### src/hw/rtl/assert_macros.svh
// assertion macros shared by the telnet option responder rtl
`ifndef ASSERT_MACROS_SVH
`define ASSERT_MACROS_SVH

`ifndef NO_ASSERTIONS

// expression holds at every clock edge outside reset
`define TOR_ASSERT_ALWAYS(lbl, clk, rst_n, expr) \
	lbl: assert property (@(posedge clk) disable iff (!(rst_n)) (expr)) \
		else $error("assertion failed");

// consequent holds in the same cycle as the antecedent
`define TOR_ASSERT_IMPLIES(lbl, clk, rst_n, ante, cons) \
	lbl: assert property (@(posedge clk) disable iff (!(rst_n)) (ante) |-> (cons)) \
		else $error("assertion failed");

// consequent holds in the cycle after the antecedent
`define TOR_ASSERT_NEXT(lbl, clk, rst_n, ante, cons) \
	lbl: assert property (@(posedge clk) disable iff (!(rst_n)) (ante) |=> (cons)) \
		else $error("assertion failed");

`else

`define TOR_ASSERT_ALWAYS(lbl, clk, rst_n, expr)
`define TOR_ASSERT_IMPLIES(lbl, clk, rst_n, ante, cons)
`define TOR_ASSERT_NEXT(lbl, clk, rst_n, ante, cons)

`endif

`endif

### src/hw/rtl/tor_pkg.sv
// types, telnet codes and the terminal type reply table for the option responder
`timescale 1ns / 1ps

package tor_pkg;

	// telnet command codes
	localparam logic [7:0] TN_IAC  = 8'd255;
	localparam logic [7:0] TN_DONT = 8'd254;
	localparam logic [7:0] TN_DO   = 8'd253;
	localparam logic [7:0] TN_WONT = 8'd252;
	localparam logic [7:0] TN_WILL = 8'd251;
	localparam logic [7:0] TN_SB   = 8'd250;
	localparam logic [7:0] TN_SE   = 8'd240;

	// telnet option codes
	localparam logic [7:0] OPT_ECHO  = 8'd1;
	localparam logic [7:0] OPT_SGA   = 8'd3;
	localparam logic [7:0] OPT_TTYPE = 8'd24;

	// destination of a result byte
	localparam logic DEST_TERM = 1'b0;
	localparam logic DEST_PEER = 1'b1;

	// reply burst lengths and the index width that covers them
	localparam int TTYPE_LEN = 10;
	localparam int REPLY_LEN = 3;
	localparam int IDX_W     = 4;

	typedef struct packed {
		logic [7:0] rx_byte;
		logic       buffer_end;
	} rx_req_t;

	typedef struct packed {
		logic [7:0] out_byte;
		logic       out_dest;
		logic       out_last;
	} tx_req_t;

	typedef enum logic [1:0] {
		ACT_DATA   = 2'd0,
		ACT_REPLY3 = 2'd1,
		ACT_TTYPE  = 2'd2
	} act_kind_t;

	// one classified request waiting for the back end
	typedef struct packed {
		act_kind_t  kind;
		logic [7:0] verb;
		logic [7:0] opt;
	} action_t;

	// IAC SB TTYPE IS 'A' 'N' 'S' 'I' IAC SE
	function automatic logic [7:0] ttype_byte(input logic [IDX_W-1:0] idx);
		logic [7:0] b;
		case (idx)
			4'd0:    b = TN_IAC;
			4'd1:    b = TN_SB;
			4'd2:    b = OPT_TTYPE;
			4'd3:    b = 8'd0;
			4'd4:    b = 8'd65;
			4'd5:    b = 8'd78;
			4'd6:    b = 8'd83;
			4'd7:    b = 8'd73;
			4'd8:    b = TN_IAC;
			4'd9:    b = TN_SE;
			default: b = 8'd0;
		endcase
		return b;
	endfunction

endpackage

### src/hw/rtl/tor_front.sv
// front end: telnet sequence parser that turns received bytes into queued actions
`timescale 1ns / 1ps

module tor_front (
	input  logic            clk,
	input  logic            arst_n,
	input  tor_pkg::rx_req_t rx_data,
	input  logic            rx_valid,
	output logic            rx_ready,
	input  logic            q_ready,
	output logic            push,
	output tor_pkg::action_t push_act
);
	import tor_pkg::*;

	typedef enum logic [3:0] {
		PH_DATA = 4'b0001,
		PH_IAC  = 4'b0010,
		PH_CMD  = 4'b0100,
		PH_SKIP = 4'b1000
	} phase_t;

	phase_t     phase_q, phase_d;
	logic [7:0] held_q, held_d;
	logic       accept;
	logic       has_act;
	logic [7:0] b;
	logic       sb_done;

	assign rx_ready = q_ready;
	assign accept   = rx_valid && rx_ready;
	assign b        = rx_data.rx_byte;
	assign sb_done  = (b == TN_SE) || rx_data.buffer_end;

	always_comb begin
		phase_d       = phase_q;
		held_d        = held_q;
		has_act       = 1'b0;
		push_act.kind = ACT_DATA;
		push_act.verb = TN_IAC;
		push_act.opt  = b;
		case (phase_q)
			PH_DATA: begin
				if (b == TN_IAC) begin
					phase_d = PH_IAC;
				end else begin
					has_act = 1'b1;
				end
			end
			PH_IAC: begin
				held_d  = b;
				phase_d = PH_CMD;
			end
			PH_CMD: begin
				phase_d = PH_DATA;
				if (held_q == TN_DO && (b == OPT_SGA || b == OPT_TTYPE)) begin
					has_act       = 1'b1;
					push_act.kind = ACT_REPLY3;
					push_act.verb = TN_WILL;
				end else if (held_q == TN_WILL || held_q == TN_WONT) begin
					has_act       = 1'b1;
					push_act.kind = ACT_REPLY3;
					push_act.verb = (b inside {OPT_ECHO, OPT_SGA, OPT_TTYPE}) ? TN_DO : TN_DONT;
				end else if (held_q == TN_DO || held_q == TN_DONT) begin
					has_act       = 1'b1;
					push_act.kind = ACT_REPLY3;
					push_act.verb = TN_WONT;
				end else if (held_q == TN_SB) begin
					if (sb_done) begin
						has_act       = 1'b1;
						push_act.kind = ACT_TTYPE;
					end else begin
						phase_d = PH_SKIP;
					end
				end
			end
			PH_SKIP: begin
				if (sb_done) begin
					phase_d       = PH_DATA;
					has_act       = 1'b1;
					push_act.kind = ACT_TTYPE;
				end
			end
			default: begin
				phase_d = PH_DATA;
			end
		endcase
	end

	assign push = accept && has_act;

	always_ff @(posedge clk or negedge arst_n) begin
		if (!arst_n) begin
			phase_q <= PH_DATA;
			held_q  <= 8'd0;
		end else if (accept) begin
			phase_q <= phase_d;
			held_q  <= held_d;
		end
	end

endmodule

### src/hw/rtl/tor_cmd_fifo.sv
// small action queue between the parser and the reply generator
`timescale 1ns / 1ps
`include "assert_macros.svh"

module tor_cmd_fifo #(
	parameter int DEPTH = 4
) (
	input  logic             clk,
	input  logic             arst_n,
	input  logic             push,
	input  tor_pkg::action_t push_act,
	output logic             ready,
	output logic             head_valid,
	output tor_pkg::action_t head,
	input  logic             pop
);
	import tor_pkg::*;

	localparam int AW = (DEPTH > 1) ? $clog2(DEPTH) : 1;
	localparam int CW = $clog2(DEPTH + 1);

	action_t         mem_q [DEPTH];
	logic [AW-1:0]   wr_ptr_q;
	logic [AW-1:0]   rd_ptr_q;
	logic [CW-1:0]   count_q;

	assign ready      = (count_q != CW'(DEPTH));
	assign head_valid = (count_q != '0);
	assign head       = mem_q[rd_ptr_q];

	function automatic logic [AW-1:0] ptr_next(input logic [AW-1:0] p);
		return (p == AW'(DEPTH - 1)) ? '0 : p + 1'b1;
	endfunction

	always_ff @(posedge clk) begin
		if (push) begin
			mem_q[wr_ptr_q] <= push_act;
		end
	end

	always_ff @(posedge clk or negedge arst_n) begin
		if (!arst_n) begin
			wr_ptr_q <= '0;
			rd_ptr_q <= '0;
			count_q  <= '0;
		end else begin
			if (push) begin
				wr_ptr_q <= ptr_next(wr_ptr_q);
			end
			if (pop) begin
				rd_ptr_q <= ptr_next(rd_ptr_q);
			end
			case ({push, pop})
				2'b10:   count_q <= count_q + 1'b1;
				2'b01:   count_q <= count_q - 1'b1;
				default: count_q <= count_q;
			endcase
		end
	end

	`TOR_ASSERT_IMPLIES(a_no_push_full, clk, arst_n, push, count_q != CW'(DEPTH))
	`TOR_ASSERT_IMPLIES(a_no_pop_empty, clk, arst_n, pop, count_q != '0)
	`TOR_ASSERT_ALWAYS(a_count_range, clk, arst_n, count_q <= CW'(DEPTH))

endmodule

### src/hw/rtl/tor_back.sv
// back end: expands queued actions into result bytes behind an output register
`timescale 1ns / 1ps
`include "assert_macros.svh"

module tor_back (
	input  logic             clk,
	input  logic             arst_n,
	input  logic             head_valid,
	input  tor_pkg::action_t head,
	output logic             pop,
	output tor_pkg::tx_req_t tx_data,
	output logic             tx_valid,
	input  logic             tx_ready
);
	import tor_pkg::*;

	logic [IDX_W-1:0] idx_q;
	tx_req_t          out_q;
	logic             out_valid_q;
	tx_req_t          gen;
	logic             load;

	always_comb begin
		gen.out_byte = head.opt;
		gen.out_dest = DEST_PEER;
		gen.out_last = 1'b1;
		case (head.kind)
			ACT_DATA: begin
				gen.out_dest = DEST_TERM;
			end
			ACT_REPLY3: begin
				if (idx_q == '0) begin
					gen.out_byte = TN_IAC;
				end else if (idx_q == IDX_W'(1)) begin
					gen.out_byte = head.verb;
				end
				gen.out_last = (idx_q == IDX_W'(REPLY_LEN - 1));
			end
			ACT_TTYPE: begin
				gen.out_byte = ttype_byte(idx_q);
				gen.out_last = (idx_q == IDX_W'(TTYPE_LEN - 1));
			end
			default: begin
				gen.out_dest = DEST_TERM;
			end
		endcase
	end

	// a new byte enters the output register when it is empty or being drained
	assign load     = head_valid && (!out_valid_q || tx_ready);
	assign pop      = load && gen.out_last;
	assign tx_data  = out_q;
	assign tx_valid = out_valid_q;

	always_ff @(posedge clk) begin
		if (load) begin
			out_q <= gen;
		end
	end

	always_ff @(posedge clk or negedge arst_n) begin
		if (!arst_n) begin
			idx_q       <= '0;
			out_valid_q <= 1'b0;
		end else begin
			if (load) begin
				idx_q <= gen.out_last ? '0 : idx_q + 1'b1;
			end
			if (load) begin
				out_valid_q <= 1'b1;
			end else if (tx_ready) begin
				out_valid_q <= 1'b0;
			end
		end
	end

	`TOR_ASSERT_ALWAYS(a_idx_range, clk, arst_n, idx_q <= IDX_W'(TTYPE_LEN - 1))
	`TOR_ASSERT_IMPLIES(a_data_single, clk, arst_n, head_valid && head.kind == ACT_DATA, idx_q == '0)
	`TOR_ASSERT_IMPLIES(a_reply3_range, clk, arst_n, head_valid && head.kind == ACT_REPLY3, idx_q <= IDX_W'(REPLY_LEN - 1))
	`TOR_ASSERT_IMPLIES(a_term_last, clk, arst_n, out_valid_q && out_q.out_dest == DEST_TERM, out_q.out_last)

endmodule

### src/hw/rtl/telnet_option_responder.sv
// an action passes the action queue and the output register on its way to tx;
// one rx byte per cycle while the action queue (QUEUE_DEPTH entries) has room,
// one tx byte per cycle while tx_ready holds and an action waits; a 3-byte or
// 10-byte reply holds the reply generator until its last byte is loaded
// reset: asynchronous, clears parser phase, held command, queue pointers and tx valid
`timescale 1ns / 1ps

module telnet_option_responder #(
	parameter int QUEUE_DEPTH = 4
) (
	input  logic             clk,
	input  logic             arst_n,
	input  tor_pkg::rx_req_t rx_data,
	input  logic             rx_valid,
	output logic             rx_ready,
	output tor_pkg::tx_req_t tx_data,
	output logic             tx_valid,
	input  logic             tx_ready
);
	import tor_pkg::*;

	// parser to queue
	logic    q_ready;
	logic    push;
	action_t push_act;

	// queue to reply generator
	logic    head_valid;
	action_t head;
	logic    pop;

	// front end: tracks IAC / command / subnegotiation phase and classifies each byte
	// into pass-through data, a 3-byte option answer or the terminal type reply;
	// bytes that produce nothing (IAC, command bytes, skipped subnegotiation) are
	// consumed without touching the queue
	tor_front u_front (
		.clk      (clk),
		.arst_n   (arst_n),
		.rx_data  (rx_data),
		.rx_valid (rx_valid),
		.rx_ready (rx_ready),
		.q_ready  (q_ready),
		.push     (push),
		.push_act (push_act)
	);

	// queue: absorbs reply bursts so the parser keeps taking bytes
	tor_cmd_fifo #(
		.DEPTH (QUEUE_DEPTH)
	) u_fifo (
		.clk        (clk),
		.arst_n     (arst_n),
		.push       (push),
		.push_act   (push_act),
		.ready      (q_ready),
		.head_valid (head_valid),
		.head       (head),
		.pop        (pop)
	);

	// back end: walks the head action one byte per cycle into the output register while
	// it is empty or being drained, and pops it with the byte flagged last
	tor_back u_back (
		.clk        (clk),
		.arst_n     (arst_n),
		.head_valid (head_valid),
		.head       (head),
		.pop        (pop),
		.tx_data    (tx_data),
		.tx_valid   (tx_valid),
		.tx_ready   (tx_ready)
	);

endmodule
### config.mk
export PLATFORM = sky130hd
export DESIGN_NAME = telnet_option_responder
export DESIGN_NICKNAME = d
export VERILOG_FILES = /design/src/hw/rtl/tor_pkg.sv /design/src/hw/rtl/tor_front.sv /design/src/hw/rtl/tor_cmd_fifo.sv /design/src/hw/rtl/tor_back.sv /design/src/hw/rtl/telnet_option_responder.sv
export VERILOG_INCLUDE_DIRS = /design/src /design/src/hw/rtl
export SDC_FILE = /design/constraint.sdc
export NUM_CORES = 1
export LEC_CHECK = 0
export ABC_AREA = 1
export BUFFER_PORTS_ARGS = -buffer_cell sky130_fd_sc_hd__buf_2
export CAP_MARGIN = 20
export CORE_AREA = 5 5 115 117
export CTS_CLUSTER_DIAMETER = 40
export DETAILED_ROUTE_END_ITERATION = 6
export DIE_AREA = 0 0 120 122
export SYNTH_ARGS = -nofsm -noshare
export SYNTH_HDL_FRONTEND = slang
export SYNTH_SLANG_ARGS = --single-unit
### constraint.sdc
create_clock -name clk -period 5.8 [get_ports clk]
set_input_delay 0.29 -clock clk [delete_from_list [all_inputs] [get_ports clk]]
set_output_delay 0.29 -clock clk [all_outputs]
set_load 0.02 [all_outputs]
---- After elaboration in Yosys (flattened, before gate mapping) ----
Memories as Yosys holds them, arrays and structs flattened.
Cells that the tools add are included.
word-level totals
  word-level logic and storage cells ...... 99
  memory bits (writable) .................. 72
  ROM bits ................................ 128
  memories kept ........................... 2
  register bits after elaboration ......... 34
memory list
  memory            depth  width  rd ports  clocked after Yosys merged registers in  wr ports  line                text
  (name not given)  16     8      1         0                                        0         tor_pkg.sv:56       case (idx)
  u_fifo.mem_q      4      18     1         0                                        1         tor_cmd_fifo.sv:22  action_t mem_q [DEPTH];
cells by class
  equal/unequal tests ..................... 26
  $add $sub $neg .......................... 5
  reduce and logical (&&, ||, !) cells .... 19
  muxes and demuxes ....................... 37
operator list
  kind                 number
  $eq 8x8->1 const B   7
  $mux 4               8
  $mux 8               3
  $mux 10              2
  $pmux 4 s4           1
  $pmux 8 s2           1
  $mux 2               7
  $mux 1               11
  $eq 2x2->1 const B   4
  $eq 4x1->1 const B   2
  $eq 4x2->1 const B   2
  $eq 4x4->1 const B   2
  $eq 8x1->1 const B   1
  $eq 8x2->1 const B   1
  $eq 8x5->1 const B   1
  $pmux 3 s2           1
  $reduce_bool 3->1    2
  $logic_and 1x1->1    5
  $logic_or 1x1->1     5
  $add 2x1->2 const B  2
  $add 4x1->4 const B  1
  $eq 2x1->1 const B   2
  $eq 4x3->1 const B   1
  $logic_not 4->1      1
  other kinds (12)     14

---- Longest topological paths before layout ----
  depth after elaboration ................. 11
  mapped depth ............................ 18
  gate-level depth less buffers ........... 17

---- Modules after synthesis ----
From an unflattened synthesis, not the netlist that was laid out.
second synthesis, totals
  cells, all modules ...................... 543
  area, all modules ....................... 5362.6 sq um
modules (own cells, without submodules)
  module        sequential area each (sq um)  cells an instance  area an instance (sq um)  instances
  tor_cmd_fifo  2337.2                        262                3324.4                    1
  tor_back      425.4                         142                1049.8                    1
  tor_front     301.5                         139                988.4                     1

---- Least setup slack after synthesis ----
No wires, ideal clock.
  kind .................................... reg-to-reg
  start point ............................. register u_fifo.rd_ptr_q[0]
  end point ............................... register u_fifo.count_q[2]
  setup slack ............................. 2.858 ns
  clock period less this slack ............ 2.942 ns
  arrival time ............................ 2.812 ns
  cell stages (with the launch flop) ...... 17
  cells stage by stage .................... dfrtp_1 > buf_4 > buf_2 > nand2_1 > a32oi_1 > inv_1 > ha_1 > clkinv_1 > nand2_1 > nand2_1 > inv_1 > ha_1 > inv_1 > fa_1 > a21oi_1 > o21ai_0 > xor2_1
RTL lines
  item                    line                text
  from (decl)             tor_cmd_fifo.sv:24  logic [AW-1:0] rd_ptr_q;
  from (signal assigned)  tor_cmd_fifo.sv:51  rd_ptr_q <= ptr_next(rd_ptr_q);
  to (signal assigned)    tor_cmd_fifo.sv:54  2'b10: count_q <= count_q + 1'b1;
  to (signal assigned)    tor_cmd_fifo.sv:55  2'b01: count_q <= count_q - 1'b1;
  to (signal assigned)    tor_cmd_fifo.sv:56  default: count_q <= count_q;
  to (decl)               tor_cmd_fifo.sv:25  logic [CW-1:0] count_q;

==> flow_metrics.env <==
export IMPL_status="finished, final reports clean"
export IMPL_met3_usage_pct=2.92
export IMPL_crit_top_cell="nand2_1"
export IMPL_busiest_layer="met2"
export IMPL_fp_coreArea_um2=12300
export IMPL_critPathTopFamily="buffers and inverters"
export IMPL_netSwitchingFraction_pct=40.6
export IMPL_drt_wl_total_um=8430
export IMPL_drtIter0Drc=343
export IMPL_die_h_um=122
export IMPL_powerDensity_nw_per_um2=541
export IMPL_htreeDepth=3
export IMPL_yosysWarnings=0
export IMPL_num_fill_cells=1201
export IMPL_final_nets=480
export IMPL_antenna_found_initial=0
export IMPL_drive_gt1_share_pct=12.8
export IMPL_setup_viol=0
export IMPL_clkPwrFrac_pct=20.6
export IMPL_synthArstFlopShare_pct=27.9
export IMPL_post_cts_resized=0
export IMPL_final_core_util_pct=38.4
export IMPL_antennaDiodeCount=0
export IMPL_drt_pass1_iter_count=5
export IMPL_ys_seq_area_share_pct=59.6
export IMPL_total_power_w=0.00255
export IMPL_comb_power_share_pct=42.3
export IMPL_grt_max_degree=31
export IMPL_cts_sinks=86
export IMPL_fmaxAchievable_mhz=262
export IMPL_crit_type="flop to flop"
export IMPL_synth_area_per_cell_um2=9.78
export IMPL_cpMaxStageDelayCell="clkinv_1"
export IMPL_synthCells=423
export IMPL_start_util_pct=33.7
export IMPL_worstPathRequired_ns=6.01
export IMPL_grt_pass1_vias=2906
export IMPL_worst_pin_slew_ns=0.645
export IMPL_p_seq_share_pct=37.1
export IMPL_port_buffers=24
export IMPL_peakVddDrop_mv=0.167
export IMPL_ys_seq_elements=86
export IMPL_synth_top_area_cell="edfxtp_1"
export IMPL_vias=2931
export IMPL_rsz0062_at_grt="no"
export IMPL_die_x_um=120
export IMPL_die_area_um2=14600
export IMPL_start_kind="flop"
export IMPL_synth_nets=448
export IMPL_io_pins=25
export IMPL_fin_crit_sh_pct=65.8
export IMPL_ctsLongestPathBuffers=2
export IMPL_synth_edf_count=62
export IMPL_synth_distinct_cells=38
export IMPL_p_int_w=0.00151
export IMPL_clk_pin_slew_ns=0.06
export IMPL_place_gp_congestion=0.813
export IMPL_drc_errors=0
export IMPL_tns_ns=0
export IMPL_use_met2_pct=20.5
export IMPL_clk_latency_ns=0.34
export IMPL_grt_total_usage_pct=12.4
export IMPL_worstSetupEndpointType="flop"
export IMPL_worst_path_max_fanout=30
export IMPL_dp_hpwl_um=6060
export IMPL_syn_to_final_growth_pct=13.7
export IMPL_hold_class="input pin to flop"
export IMPL_yosysTopAreaCellShare_pct=45.0
export IMPL_timing_final_hold_violations=0
export IMPL_cap_violations=0
export IMPL_viasPerCell=4.80
export IMPL_grt_pass1_wl_um=14100
export IMPL_cts_buffers=9
export IMPL_leakage_nw=1.92
export IMPL_fin_crit_ns=3.82
export IMPL_root_buffer="clkbuf_16"
export IMPL_max_stage_delay_ns=0.60
export IMPL_slew_headroom_pct=56.8
export IMPL_arrival_ns=4.03
export IMPL_grt_ovfl_total=0
export IMPL_finalMaxSlewViolations=0
export IMPL_ant_nets=0
export IMPL_postCtsSetupBuffers=0
export IMPL_gr_usage_met1_pct=15.9
export IMPL_crit_chain="buf_4, clkinv_1, nand2_1, a32oi_1, ha_1, clkinv_1, nand2_1, nand2_1, inv_1, ha_1, inv_1, fa_1, a21oi_1, o21ai_0, xor2_1"
export IMPL_rows=41
export IMPL_syn_area_um2=4140
export IMPL_crit_buf_inv=5
export IMPL_synthFlopType="edfxtp_1"
export IMPL_clock_skew_ns=0.00722
export IMPL_tritoncts="built"
export IMPL_ys_top_cells_by_area="edfxtp_1, dfrtp_1, nand2_1"
export IMPL_power_switching_w=0.00103
export IMPL_wl_per_cell_um=13.8
-- through the flow --
step	cells	hold slack (ns)	area [µm²]	setup WS, ns
CTS	610	0.138	4700	1.99
finish	610	0.148	4700	1.98
floorplan	423	-0.00559	4140	2.86
global placement	593	0.351	4420	2.18
global route	610	0.143	4700	1.57
detailed placement	593	0.360	4420	1.99
-- synthesized netlist by cell type, drive strengths merged (2+ instances only) --
cell type / number
nand2: 100
edfxtp: 62
nor2: 54
inv: 48
o21ai: 41
nand3: 24
dfrtp: 23
a21oi: 16
ha: 11
buf: 9
nor3: 7
o22ai: 4
a31oi: 3
o211ai: 3
a32o: 2
a32oi: 2
clkinv: 2
o31ai: 2
xor2: 2
-- final timing paths --
path | start | to | slack [ns] | depth (start not counted)
min in group asynchronous | arst_n | u_back.idx_q[1] | 0.49 | 2
min | tx_ready | u_back.tx_valid | 0.15 | 2
max in group asynchronous | arst_n | u_front.held_q[7] | 4.89 | 2
max | u_fifo.rd_ptr_q[0] | u_fifo.count_q[2] | 1.98 | 15
min reg2reg | u_fifo.count_q[1] | u_fifo.count_q[1] | 0.49 | 2
max reg2reg | u_fifo.rd_ptr_q[0] | u_fifo.count_q[2] | 1.98 | 15
-- state kept, by name, summed over array words and instances (netlist names) --
register / count
u_back.idx_q: 4
u_back.tx_data: 10
u_back.tx_valid: 1
u_fifo.count_q: 3
u_fifo.mem_q: 52
u_fifo.rd_ptr_q: 2
u_fifo.wr_ptr_q: 2
u_front.held_q: 8
u_front.phase_q: 4
-- cell families (layout without fill, tap and decap cells) --
kind of cell	after synthesis	after routing	share of synthesized area [%]
AO/OA/AOI/OAI	76	76	10.7
XOR/XNOR	3	3	0.635
adder cells (fa/ha/maj)	12	12	3.81
buffers and inverters	59	96	6.05
flip-flops	86	86	59.6
AND/OR/NAND/NOR	187	187	19.2
-- power groups by stage --
stage,clock network [W],registers [W],logic [W]
final,0.000524,0.000944,0.00108
after global routing,0.000563,0.000960,0.00125
after CTS,0.000543,0.000945,0.00109
after detailed placement,0,0.000957,0.00108
after global placement,0,0.000952,0.00106
after floorplan,0,0.000989,0.000782
-- cell usage in the layout (no fill, tap or decap), drive strengths merged, types with 2 or more instances in the layout --
cell and count:
nand2 100, dfrtp 23, nor2 54, a21oi 16, o211ai 3, xor2 2, clkinvlp 2, inv 49
clkinv 6, buf 29, nand3 24, o21ai 41, o31ai 2, ha 11, a32oi 2, a31oi 3
edfxtp 62, o22ai 4, a32o 2, nor3 7, clkbuf 9
-- final cells by class --
cell class | count | area [µm²] | share of cell area [%]
sequential | 86 | 2460 | 52.4
multi-input combinational | 278 | 1420 | 30.2
clock buffer | 9 | 225 | 4.79
inverter | 50 | 188 | 3.99
tap | 150 | 188 | 3.99
timing repair buffer | 30 | 168 | 3.56
clock inverter | 7 | 50.0 | 1.06
-- what timing repair did --
action	in CTS	in global routing
hold endpoints to repair	5	0
setup endpoints to repair	0	0
hold buffers	1	0
-- metal layers --
metal | vias up | wire length (µm)
met5 | - | 0
met4 | 0 | 154
met3 | 14 | 316
met2 | 54 | 4010
met1 | 1372 | 3940
li1 | 1491 | -
Power figures use the tool's default switching activity.
